$ cat src/hdl/wlm_pkg.sv
`default_nettype none

package wlm_pkg;

    localparam int MAX_WINDOW_DEF = 64;

    localparam int LOAD_W    = 16;
    localparam int TASK_W    = 16;
    localparam int WINLEN_W  = 7;
    localparam int CPUTHR_W  = 16;
    localparam int TASKTHR_W = 16;
    localparam int FRAC_W    = 9;
    localparam int CFG_W     = 16;
    localparam int CFG_IDX_W = 2;

    localparam logic [CFG_IDX_W-1:0] CFG_WINDOW_LEN     = 2'd0;
    localparam logic [CFG_IDX_W-1:0] CFG_CPU_THRESHOLD  = 2'd1;
    localparam logic [CFG_IDX_W-1:0] CFG_TASK_THRESHOLD = 2'd2;
    localparam logic [CFG_IDX_W-1:0] CFG_IDLE_FRACTION  = 2'd3;

    localparam logic [WINLEN_W-1:0]  WINLEN_RST  = 7'd8;
    localparam logic [CPUTHR_W-1:0]  CPUTHR_RST  = 16'd0;
    localparam logic [TASKTHR_W-1:0] TASKTHR_RST = 16'd0;
    localparam logic [FRAC_W-1:0]    FRAC_RST    = 9'd256;

    // output queue depth, words
    localparam int OUT_DEPTH = 4;

    typedef struct packed {
        logic valid;
        logic full;
    } wlm_stat_t;

    typedef struct packed {
        logic overloaded;
        logic idle;
        logic window_full;
    } wlm_flags_t;

endpackage

`default_nettype wire

$ cat src/hdl/windowed_load_monitor.sv
`default_nettype none

// Sliding-window load monitor. Takes one word (cpu_load, task_count) per cycle
// while in_ready is high and returns one word (overloaded, idle, window_full)
// per input word, in order, after the s1 and st stage registers and the output
// queue. The last MaxWindow samples sit in one ring RAM with a registered read:
// the sample leaving the window is read while the new one is written, and the
// running sums are updated the cycle after. A four-word output queue keeps input
// flowing while out_ready is low; in_ready drops once four words are in flight.
// Writing window_len or task_threshold empties the window.

module windowed_load_monitor #(
    parameter int MaxWindow = wlm_pkg::MAX_WINDOW_DEF
) (
    input  wire logic                          clk,
    input  wire logic                          rst_n,
    input  wire logic                          cfg_write_en,
    input  wire logic [wlm_pkg::CFG_IDX_W-1:0] cfg_index,
    input  wire logic [wlm_pkg::CFG_W-1:0]     cfg_data,
    input  wire logic                          in_valid,
    output logic                               in_ready,
    input  wire logic [wlm_pkg::LOAD_W-1:0]    cpu_load,
    input  wire logic [wlm_pkg::TASK_W-1:0]    task_count,
    output logic                               out_valid,
    input  wire logic                          out_ready,
    output logic                               overloaded,
    output logic                               idle,
    output logic                               window_full
);

    localparam int LenW  = $clog2(MaxWindow + 1);
    localparam int PtrW  = $clog2(MaxWindow);
    localparam int SumW  = wlm_pkg::LOAD_W + PtrW;
    localparam int QPtrW = $clog2(wlm_pkg::OUT_DEPTH);
    localparam int OccW  = $clog2(wlm_pkg::OUT_DEPTH + 1);

    logic [wlm_pkg::WINLEN_W-1:0]  window_len_reg;
    logic [wlm_pkg::CPUTHR_W-1:0]  cpu_threshold_reg;
    logic [wlm_pkg::TASKTHR_W-1:0] task_threshold_reg;
    logic [wlm_pkg::FRAC_W-1:0]    idle_fraction_reg;
    logic                          clear;
    logic [LenW-1:0]               len;

    logic                in_fire;
    logic                out_fire;
    logic [OccW-1:0]     occ_reg, occ_next;
    logic [QPtrW-1:0]    q_wr_reg;
    logic [QPtrW-1:0]    q_rd_reg;
    logic [OccW-1:0]     q_cnt_reg, q_cnt_next;
    wlm_pkg::wlm_flags_t q_mem [wlm_pkg::OUT_DEPTH];

    wlm_pkg::wlm_stat_t  win_stat;
    logic [SumW-1:0]     load_sum;
    logic [LenW-1:0]     low_count;
    logic                res_valid;
    wlm_pkg::wlm_flags_t res;
    wlm_pkg::wlm_flags_t q_head;

    always_ff @(posedge clk or negedge rst_n)
    begin
        if (!rst_n)
        begin
            window_len_reg     <= wlm_pkg::WINLEN_RST;
            cpu_threshold_reg  <= wlm_pkg::CPUTHR_RST;
            task_threshold_reg <= wlm_pkg::TASKTHR_RST;
            idle_fraction_reg  <= wlm_pkg::FRAC_RST;
        end
        else if (cfg_write_en)
        begin
            case (cfg_index)
                wlm_pkg::CFG_WINDOW_LEN:
                    window_len_reg <= cfg_data[wlm_pkg::WINLEN_W-1:0];
                wlm_pkg::CFG_CPU_THRESHOLD:
                    cpu_threshold_reg <= cfg_data[wlm_pkg::CPUTHR_W-1:0];
                wlm_pkg::CFG_TASK_THRESHOLD:
                    task_threshold_reg <= cfg_data[wlm_pkg::TASKTHR_W-1:0];
                wlm_pkg::CFG_IDLE_FRACTION:
                    idle_fraction_reg <= cfg_data[wlm_pkg::FRAC_W-1:0];
                default:
                    ;
            endcase
        end
    end

    assign clear = cfg_write_en &&
                   (cfg_index inside {wlm_pkg::CFG_WINDOW_LEN, wlm_pkg::CFG_TASK_THRESHOLD});

    always_comb
    begin
        if (window_len_reg == '0)
        begin
            len = LenW'(1);
        end
        else if (32'(window_len_reg) > 32'(MaxWindow))
        begin
            len = LenW'(MaxWindow);
        end
        else
        begin
            len = LenW'(window_len_reg);
        end
    end

    assign in_ready = occ_reg < OccW'(wlm_pkg::OUT_DEPTH);
    assign in_fire  = in_valid && in_ready;
    assign out_valid = q_cnt_reg != '0;
    assign out_fire  = out_valid && out_ready;

    wlm_window #(
        .MaxWindow (MaxWindow),
        .LenW      (LenW),
        .PtrW      (PtrW),
        .SumW      (SumW)
    ) u_window (
        .clk            (clk),
        .rst_n          (rst_n),
        .clear          (clear),
        .len            (len),
        .task_threshold (task_threshold_reg),
        .in_fire        (in_fire),
        .cpu_load       (cpu_load),
        .task_count     (task_count),
        .stat           (win_stat),
        .load_sum       (load_sum),
        .low_count      (low_count)
    );

    wlm_eval #(
        .MaxWindow (MaxWindow),
        .LenW      (LenW),
        .PtrW      (PtrW),
        .SumW      (SumW)
    ) u_eval (
        .clk           (clk),
        .len           (len),
        .cpu_threshold (cpu_threshold_reg),
        .idle_fraction (idle_fraction_reg),
        .stat          (win_stat),
        .load_sum      (load_sum),
        .low_count     (low_count),
        .res_valid     (res_valid),
        .res           (res)
    );

    // occupancy counts every word accepted and not yet delivered
    assign occ_next   = occ_reg + OccW'(in_fire) - OccW'(out_fire);
    assign q_cnt_next = q_cnt_reg + OccW'(res_valid) - OccW'(out_fire);

    always_ff @(posedge clk or negedge rst_n)
    begin
        if (!rst_n)
        begin
            occ_reg   <= '0;
            q_cnt_reg <= '0;
            q_wr_reg  <= '0;
            q_rd_reg  <= '0;
        end
        else
        begin
            occ_reg   <= occ_next;
            q_cnt_reg <= q_cnt_next;
            if (res_valid)
            begin
                q_wr_reg <= q_wr_reg + QPtrW'(1);
            end
            if (out_fire)
            begin
                q_rd_reg <= q_rd_reg + QPtrW'(1);
            end
        end
    end

    always_ff @(posedge clk)
    begin
        if (res_valid)
        begin
            q_mem[q_wr_reg] <= res;
        end
    end

    assign q_head      = q_mem[q_rd_reg];
    assign overloaded  = q_head.overloaded;
    assign idle        = q_head.idle;
    assign window_full = q_head.window_full;

    assert property (@(posedge clk) disable iff (!rst_n)
        occ_reg <= OccW'(wlm_pkg::OUT_DEPTH))
        else $error("in-flight count exceeds queue depth");

    assert property (@(posedge clk) disable iff (!rst_n)
        q_cnt_reg <= occ_reg)
        else $error("queue holds more words than were accepted");

    assert property (@(posedge clk) disable iff (!rst_n)
        in_fire |-> ##2 win_stat.valid)
        else $error("window update missing two cycles after accept");

    assert property (@(posedge clk) disable iff (!rst_n)
        (out_valid && !window_full) |-> (!overloaded && !idle))
        else $error("flag set before window is full");

endmodule

`default_nettype wire

$ cat src/hdl/wlm_ram.sv
`default_nettype none

module wlm_ram #(
    parameter int Width = 8,
    parameter int Depth = 64
) (
    input  wire logic                     clk,
    input  wire logic                     wr_en,
    input  wire logic [$clog2(Depth)-1:0] wr_addr,
    input  wire logic [Width-1:0]         wr_data,
    input  wire logic [$clog2(Depth)-1:0] rd_addr,
    output logic      [Width-1:0]         rd_data
);

    logic [Width-1:0] mem [Depth];

    // read-first on same-address collision
    always_ff @(posedge clk)
    begin
        if (wr_en)
        begin
            mem[wr_addr] <= wr_data;
        end
        rd_data <= mem[rd_addr];
    end

endmodule

`default_nettype wire

$ cat src/hdl/wlm_window.sv
`default_nettype none

module wlm_window #(
    parameter int MaxWindow = wlm_pkg::MAX_WINDOW_DEF,
    parameter int LenW      = $clog2(MaxWindow + 1),
    parameter int PtrW      = $clog2(MaxWindow),
    parameter int SumW      = wlm_pkg::LOAD_W + PtrW
) (
    input  wire logic                           clk,
    input  wire logic                           rst_n,
    input  wire logic                           clear,
    input  wire logic [LenW-1:0]                len,
    input  wire logic [wlm_pkg::TASKTHR_W-1:0]  task_threshold,
    input  wire logic                           in_fire,
    input  wire logic [wlm_pkg::LOAD_W-1:0]     cpu_load,
    input  wire logic [wlm_pkg::TASK_W-1:0]     task_count,
    output wlm_pkg::wlm_stat_t                  stat,
    output logic      [SumW-1:0]                load_sum,
    output logic      [LenW-1:0]                low_count
);

    localparam int AdrW  = LenW + 1;
    localparam int RamW  = wlm_pkg::LOAD_W + 1;

    logic [PtrW-1:0] write_pos_reg, write_pos_next;
    logic [LenW-1:0] fill_reg, fill_next;
    logic            s1_valid_reg;
    logic            s1_drop_reg;
    logic            s1_full_reg;
    logic [wlm_pkg::LOAD_W-1:0] s1_load_reg;
    logic            s1_low_reg;
    logic [SumW-1:0] load_sum_reg, load_sum_next;
    logic [LenW-1:0] low_count_reg, low_count_next;
    logic            st_valid_reg;
    logic            st_full_reg;

    logic            drop;
    logic            full;
    logic            low_new;
    logic [AdrW-1:0] old_wide;
    logic [PtrW-1:0] old_addr;
    logic [RamW-1:0] rd_data;
    logic [wlm_pkg::LOAD_W-1:0] old_load;
    logic            old_low;

    assign low_new = task_count <= task_threshold;
    assign drop    = fill_reg >= len;
    assign full    = drop || ((LenW + 1)'(fill_reg) + (LenW + 1)'(1) >= (LenW + 1)'(len));

    always_comb
    begin
        old_wide = AdrW'(write_pos_reg) + AdrW'(MaxWindow) - AdrW'(len);
        if (old_wide >= AdrW'(MaxWindow))
        begin
            old_wide = old_wide - AdrW'(MaxWindow);
        end
        old_addr = old_wide[PtrW-1:0];
    end

    wlm_ram #(
        .Width (RamW),
        .Depth (MaxWindow)
    ) u_ring (
        .clk     (clk),
        .wr_en   (in_fire),
        .wr_addr (write_pos_reg),
        .wr_data ({low_new, cpu_load}),
        .rd_addr (old_addr),
        .rd_data (rd_data)
    );

    assign old_load = rd_data[wlm_pkg::LOAD_W-1:0];
    assign old_low  = rd_data[wlm_pkg::LOAD_W];

    always_comb
    begin
        write_pos_next = write_pos_reg;
        fill_next      = fill_reg;
        if (clear)
        begin
            write_pos_next = '0;
            fill_next      = '0;
        end
        else if (in_fire)
        begin
            if (write_pos_reg == PtrW'(MaxWindow - 1))
            begin
                write_pos_next = '0;
            end
            else
            begin
                write_pos_next = write_pos_reg + PtrW'(1);
            end
            if (!drop)
            begin
                fill_next = fill_reg + LenW'(1);
            end
        end
    end

    always_comb
    begin
        load_sum_next  = load_sum_reg;
        low_count_next = low_count_reg;
        if (clear)
        begin
            load_sum_next  = '0;
            low_count_next = '0;
        end
        else if (s1_valid_reg)
        begin
            if (s1_drop_reg)
            begin
                load_sum_next = load_sum_next - SumW'(old_load);
                if (old_low && low_count_reg != '0)
                begin
                    low_count_next = low_count_next - LenW'(1);
                end
            end
            load_sum_next = load_sum_next + SumW'(s1_load_reg);
            if (s1_low_reg)
            begin
                low_count_next = low_count_next + LenW'(1);
            end
        end
    end

    always_ff @(posedge clk or negedge rst_n)
    begin
        if (!rst_n)
        begin
            write_pos_reg <= '0;
            fill_reg      <= '0;
            load_sum_reg  <= '0;
            low_count_reg <= '0;
            s1_valid_reg  <= 1'b0;
            st_valid_reg  <= 1'b0;
        end
        else
        begin
            write_pos_reg <= write_pos_next;
            fill_reg      <= fill_next;
            load_sum_reg  <= load_sum_next;
            low_count_reg <= low_count_next;
            s1_valid_reg  <= in_fire;
            st_valid_reg  <= s1_valid_reg;
        end
    end

    always_ff @(posedge clk)
    begin
        if (in_fire)
        begin
            s1_drop_reg <= drop;
            s1_full_reg <= full;
            s1_load_reg <= cpu_load;
            s1_low_reg  <= low_new;
        end
        st_full_reg <= s1_full_reg;
    end

    assign stat.valid = st_valid_reg;
    assign stat.full  = st_full_reg;
    assign load_sum   = load_sum_reg;
    assign low_count  = low_count_reg;

endmodule

`default_nettype wire

$ cat src/hdl/wlm_eval.sv
`default_nettype none

module wlm_eval #(
    parameter int MaxWindow = wlm_pkg::MAX_WINDOW_DEF,
    parameter int LenW      = $clog2(MaxWindow + 1),
    parameter int PtrW      = $clog2(MaxWindow),
    parameter int SumW      = wlm_pkg::LOAD_W + PtrW
) (
    input  wire logic                          clk,
    input  wire logic [LenW-1:0]               len,
    input  wire logic [wlm_pkg::CPUTHR_W-1:0]  cpu_threshold,
    input  wire logic [wlm_pkg::FRAC_W-1:0]    idle_fraction,
    input  wire wlm_pkg::wlm_stat_t            stat,
    input  wire logic [SumW-1:0]               load_sum,
    input  wire logic [LenW-1:0]               low_count,
    output logic                               res_valid,
    output wlm_pkg::wlm_flags_t                res
);

    localparam int ThrW  = wlm_pkg::CPUTHR_W + LenW;
    localparam int FracW = wlm_pkg::FRAC_W + LenW;

    // threshold scaled by window length, refreshed every cycle
    logic [ThrW-1:0]  thr_prod_reg, thr_prod_next;
    logic [FracW-1:0] frac_prod_reg, frac_prod_next;

    assign thr_prod_next  = ThrW'(cpu_threshold) * ThrW'(len);
    assign frac_prod_next = FracW'(idle_fraction) * FracW'(len);

    always_ff @(posedge clk)
    begin
        thr_prod_reg  <= thr_prod_next;
        frac_prod_reg <= frac_prod_next;
    end

    assign res_valid       = stat.valid;
    assign res.window_full = stat.full;
    assign res.overloaded  = stat.full && (ThrW'(load_sum) >= thr_prod_reg);
    assign res.idle        = stat.full && (FracW'({low_count, 8'd0}) >= frac_prod_reg);

endmodule

`default_nettype wire

$ cat config.mk
export PLATFORM = sky130hd
export DESIGN_NAME = windowed_load_monitor
export DESIGN_NICKNAME = d
export VERILOG_FILES = /design/src/hdl/wlm_pkg.sv /design/src/hdl/windowed_load_monitor.sv /design/src/hdl/wlm_ram.sv /design/src/hdl/wlm_window.sv /design/src/hdl/wlm_eval.sv
export SDC_FILE = /design/constraint.sdc
export NUM_CORES = 2
export LEC_CHECK = 0
export BUFFER_PORTS_ARGS = -buffer_cell sky130_fd_sc_hd__buf_2
export CELL_PAD_IN_SITES_DETAIL_PLACEMENT = 1
export CELL_PAD_IN_SITES_GLOBAL_PLACEMENT = 2
export CORE_ASPECT_RATIO = 1.5
export CORE_MARGIN = 8
export CORE_UTILIZATION = 50
export DETAILED_ROUTE_END_ITERATION = 6
export GPL_ROUTABILITY_DRIVEN = 0
export PLACE_DENSITY = 0.88
export SLEW_MARGIN = 15
export SYNTH_ARGS = -nofsm -noshare
export SYNTH_HDL_FRONTEND = slang
export SYNTH_SLANG_ARGS = --single-unit
$ cat constraint.sdc
create_clock -name clk -period 8.9 [get_ports clk]
set_input_delay 0.445 -clock clk [delete_from_list [all_inputs] [get_ports clk]]
set_output_delay 0.445 -clock clk [all_outputs]
set_load 0.1 [all_outputs]
==> run metrics <==
status finished clean; Total Wirelength about 150000 µm; largest net degree at the start of global routing between 100 and 150; ys async rst share 0.0798; 1st-pass router iterations 5; clk root buf clkbuf_16; Largest stage delay, worst path around 0.81 ns; post-synthesis cell type count 70; Post-Syn Area between 50000 and 60000 µm²; setup violators final 0; fmax 161 MHz; row count ~150; CTS tree built; most used cell, CP fa_1; residual DRC count 0; GRT Util Overall 0.232; clock slew at reported path FFs ~0.07 ns; Design Power about 22 mW; DR iter-0 viols ~2200; LEAKAGE ~23 nW; Net Count, Synth approximately 3600; Required @ worst endpoint 9.56 ns; Core Region between 100000 and 150000 µm²; max FFs per register 1088; maxcap violations 0; Die Area approximately 130000 µm²; met3 WL post-DR around 7700 µm; remaining antenna violation count 0; CTS Buf Count 112; unrepaired setup endpoints after global routing no; CTS Sinks ~1300; Place WS 2.70 ns; Seq/Total Area, Yosys 0.651; Remaining Overflow, GRT 0; layout cell share with drive strength beyond 1 0.216; antenna violations before repair 2; Slew @ Worst Pin ~1.2 ns; YS warnings 0; most common cell after layout, fill and taps aside edfxtp_1; VDD IR-drop max 0.391 mV; ys flop type edfxtp_1; post-CTS setup buffer count 0; Final TNS setup 0 ns; Max Transition Viols Final 0; Starting Density 0.502; M1 wire length 51800 µm; Vias 30400; type of origin of the critical path flip-flop; CP max stage cell nor2b_1; fin crit period 6.23 ns; CP Capture Type flip-flop; DR top layer met4; Vias/cell 6.09; Min-Delay Path Class in2reg; number of synthesized register bits 1278; Final Hold Violating Endpoints 0; Synth Instances around 3300; H-tree levels 3; crit-path max FO 33; Setup Skew around 0.022 ns; number of flops mapped to enable cells by yosys 1119; vias in the first global route 33600; post-CTS sizing 0; Die Span Y 431 µm; headroom to the max-slew limit 0.218; crit path cell chain buf_4 > nor2b_1 > buf_4 > nand2_1 > fa_1 > fa_1 > inv_1 > fa_1 > inv_1 > fa_1 > inv_1 > ha_1 > o21a_1 > o21a_1 > o21ai_0 > o21a_1 > nor3_1 > a211o_1 > a31oi_1 > o21ai_0 > xor2_1; Crit Path Class reg2reg; Ports 60; P per Cell Area between 300 and 400 nW/µm²; Hold WS approximately 0.051 ns; Nets ~3800; Post-Syn Area per Cell between 15 and 20 µm²; CTS Buffer Depth 3; first-pass GRT wire length between 200000 and 250000 µm; layout overhead on the synthesized area 11.1%; Die Width slightly below 300 µm; DR WL/cell slightly below 30 µm; crit share post-route 0.700; Clock Latency Late Sink between 0.7 and 0.8 ns; IO buf count 59; placed cell count between 4000 and 5000; leading cell types in the layout, fill and taps excluded edfxtp_1 (1119), mux4_2 (343), inv_1 (238); half-perimeter wire length after placement ~90000 µm; endpoint arrival time on the critical path 6.88 ns; setup ws final 2.67 ns; met2 routed WL about 80000 µm; Post-Layout Cell Count ~5000
## path summary, 6_finish.rpt
path | from | endpoint | slack (ns) | cells past startpoint
worst min register to register | u_window.s1_full_reg | u_window.st_full_reg | 0.37 | 0
worst min-delay path | cfg_data[6] | window_len_reg[6] | 0.05 | 3
max in group asynchronous | rst_n | idle_fraction_reg[6] | 7.28 | 3
worst max-delay path | window_len_reg[6] | u_eval.thr_prod_reg[21] | 2.67 | 21
min in group asynchronous | rst_n | u_window.load_sum[5] | 0.40 | 2
worst max register to register | window_len_reg[6] | u_eval.thr_prod_reg[21] | 2.67 | 21
## cell families after synthesis
kind of cell               count (synthesis)  share of synthesized area
DFF                                     1278                      0.651
AOI/OAI and AO/OA                        292                     0.0335
buffers and inverters                    365                     0.0244
adders and majority gates                293                     0.0781
muxes                                    435                      0.152
xor gates and xnor gates                  92                     0.0141
and+or+nand+nor                          538                     0.0468
## cell usage after synthesis (7+ instances only)
master | instances | area (µm²)
xnor2_1 | 70 | 613
dfxtp_1 | 57 | 1140
o211ai_1 | 7 | 52.6
ha_1 | 185 | 2310
or3_1 | 12 | 75.1
a211oi_1 | 34 | 255
clkbuf_1 | 88 | 330
mux2_2 | 59 | 664
nand4_1 | 13 | 81.3
a21oi_1 | 92 | 460
nand2b_1 | 17 | 106
mux4_2 | 343 | 7720
inv_1 | 238 | 893
xor2_1 | 22 | 193
o21a_1 | 19 | 143
fa_1 | 108 | 2160
nand2_1 | 130 | 488
o21bai_1 | 20 | 150
buf_2 | 18 | 90.1
a21o_1 | 40 | 300
nor2_1 | 138 | 518
nor3_1 | 21 | 105
nand3_1 | 27 | 135
dfrtp_1 | 100 | 2500
nor2b_1 | 35 | 219
o21ai_0 | 41 | 205
mux2i_1 | 33 | 330
edfxtp_1 | 1119 | 33600
and2_1 | 114 | 713
buf_1 | 20 | 75.1
## per-layer routing
metal	track usage	vias to the layer above
li1	-	12900
met1	0.267	16100
met3	0.0326	310
met5	0	-
met2	0.430	1119
met4	0.102	0
## stage by stage
stage	utilization	instance area [µm²]
6_report	0.558	63700
5_1_grt	0.558	63700
2_1_floorplan	-	57300
3_5_place_dp	0.524	59700
3_3_place_gp	0.524	59700
4_1_cts	0.558	63600
## worst max-delay path, delay by kind of cell, from the launching register on
kind / cells / cell delay [ns]
AOI/OAI and AO/OA: 7 / 1.16
xor gates and xnor gates: 1 / 0.15
adders and majority gates: 5 / 2.36
buffers and inverters: 5 / 0.74
DFF: 1 / 0.36
and+or+nand+nor: 3 / 1.39
## report_power, final
part,internal [mW],switching [mW],total [mW]
registers,6.92,0.326,7.24
clock network,2.75,2.27,5.02
logic,4.51,5.51,10.0
## timing repair
action,4_1_cts,5_1_grt
endpoints found under the hold margin,76,0
hold buffers,11,0
endpoints found under the setup margin,0,0
## final cells by class
| cell class | instances | area [µm²] |
|---|---|---|
| fill | 10300 | 50400 |
| antenna | 3 | 7.51 |
| multi-input combinational | 1650 | 18700 |
| sequential | 1278 | 37300 |
| inverter | 238 | 893 |
| tap | 1463 | 1830 |
| timing repair buffer | 157 | 1170 |
| clock inverter | 84 | 903 |
| clock buffer | 129 | 2870 |
Power figures use the tool's default switching activity.
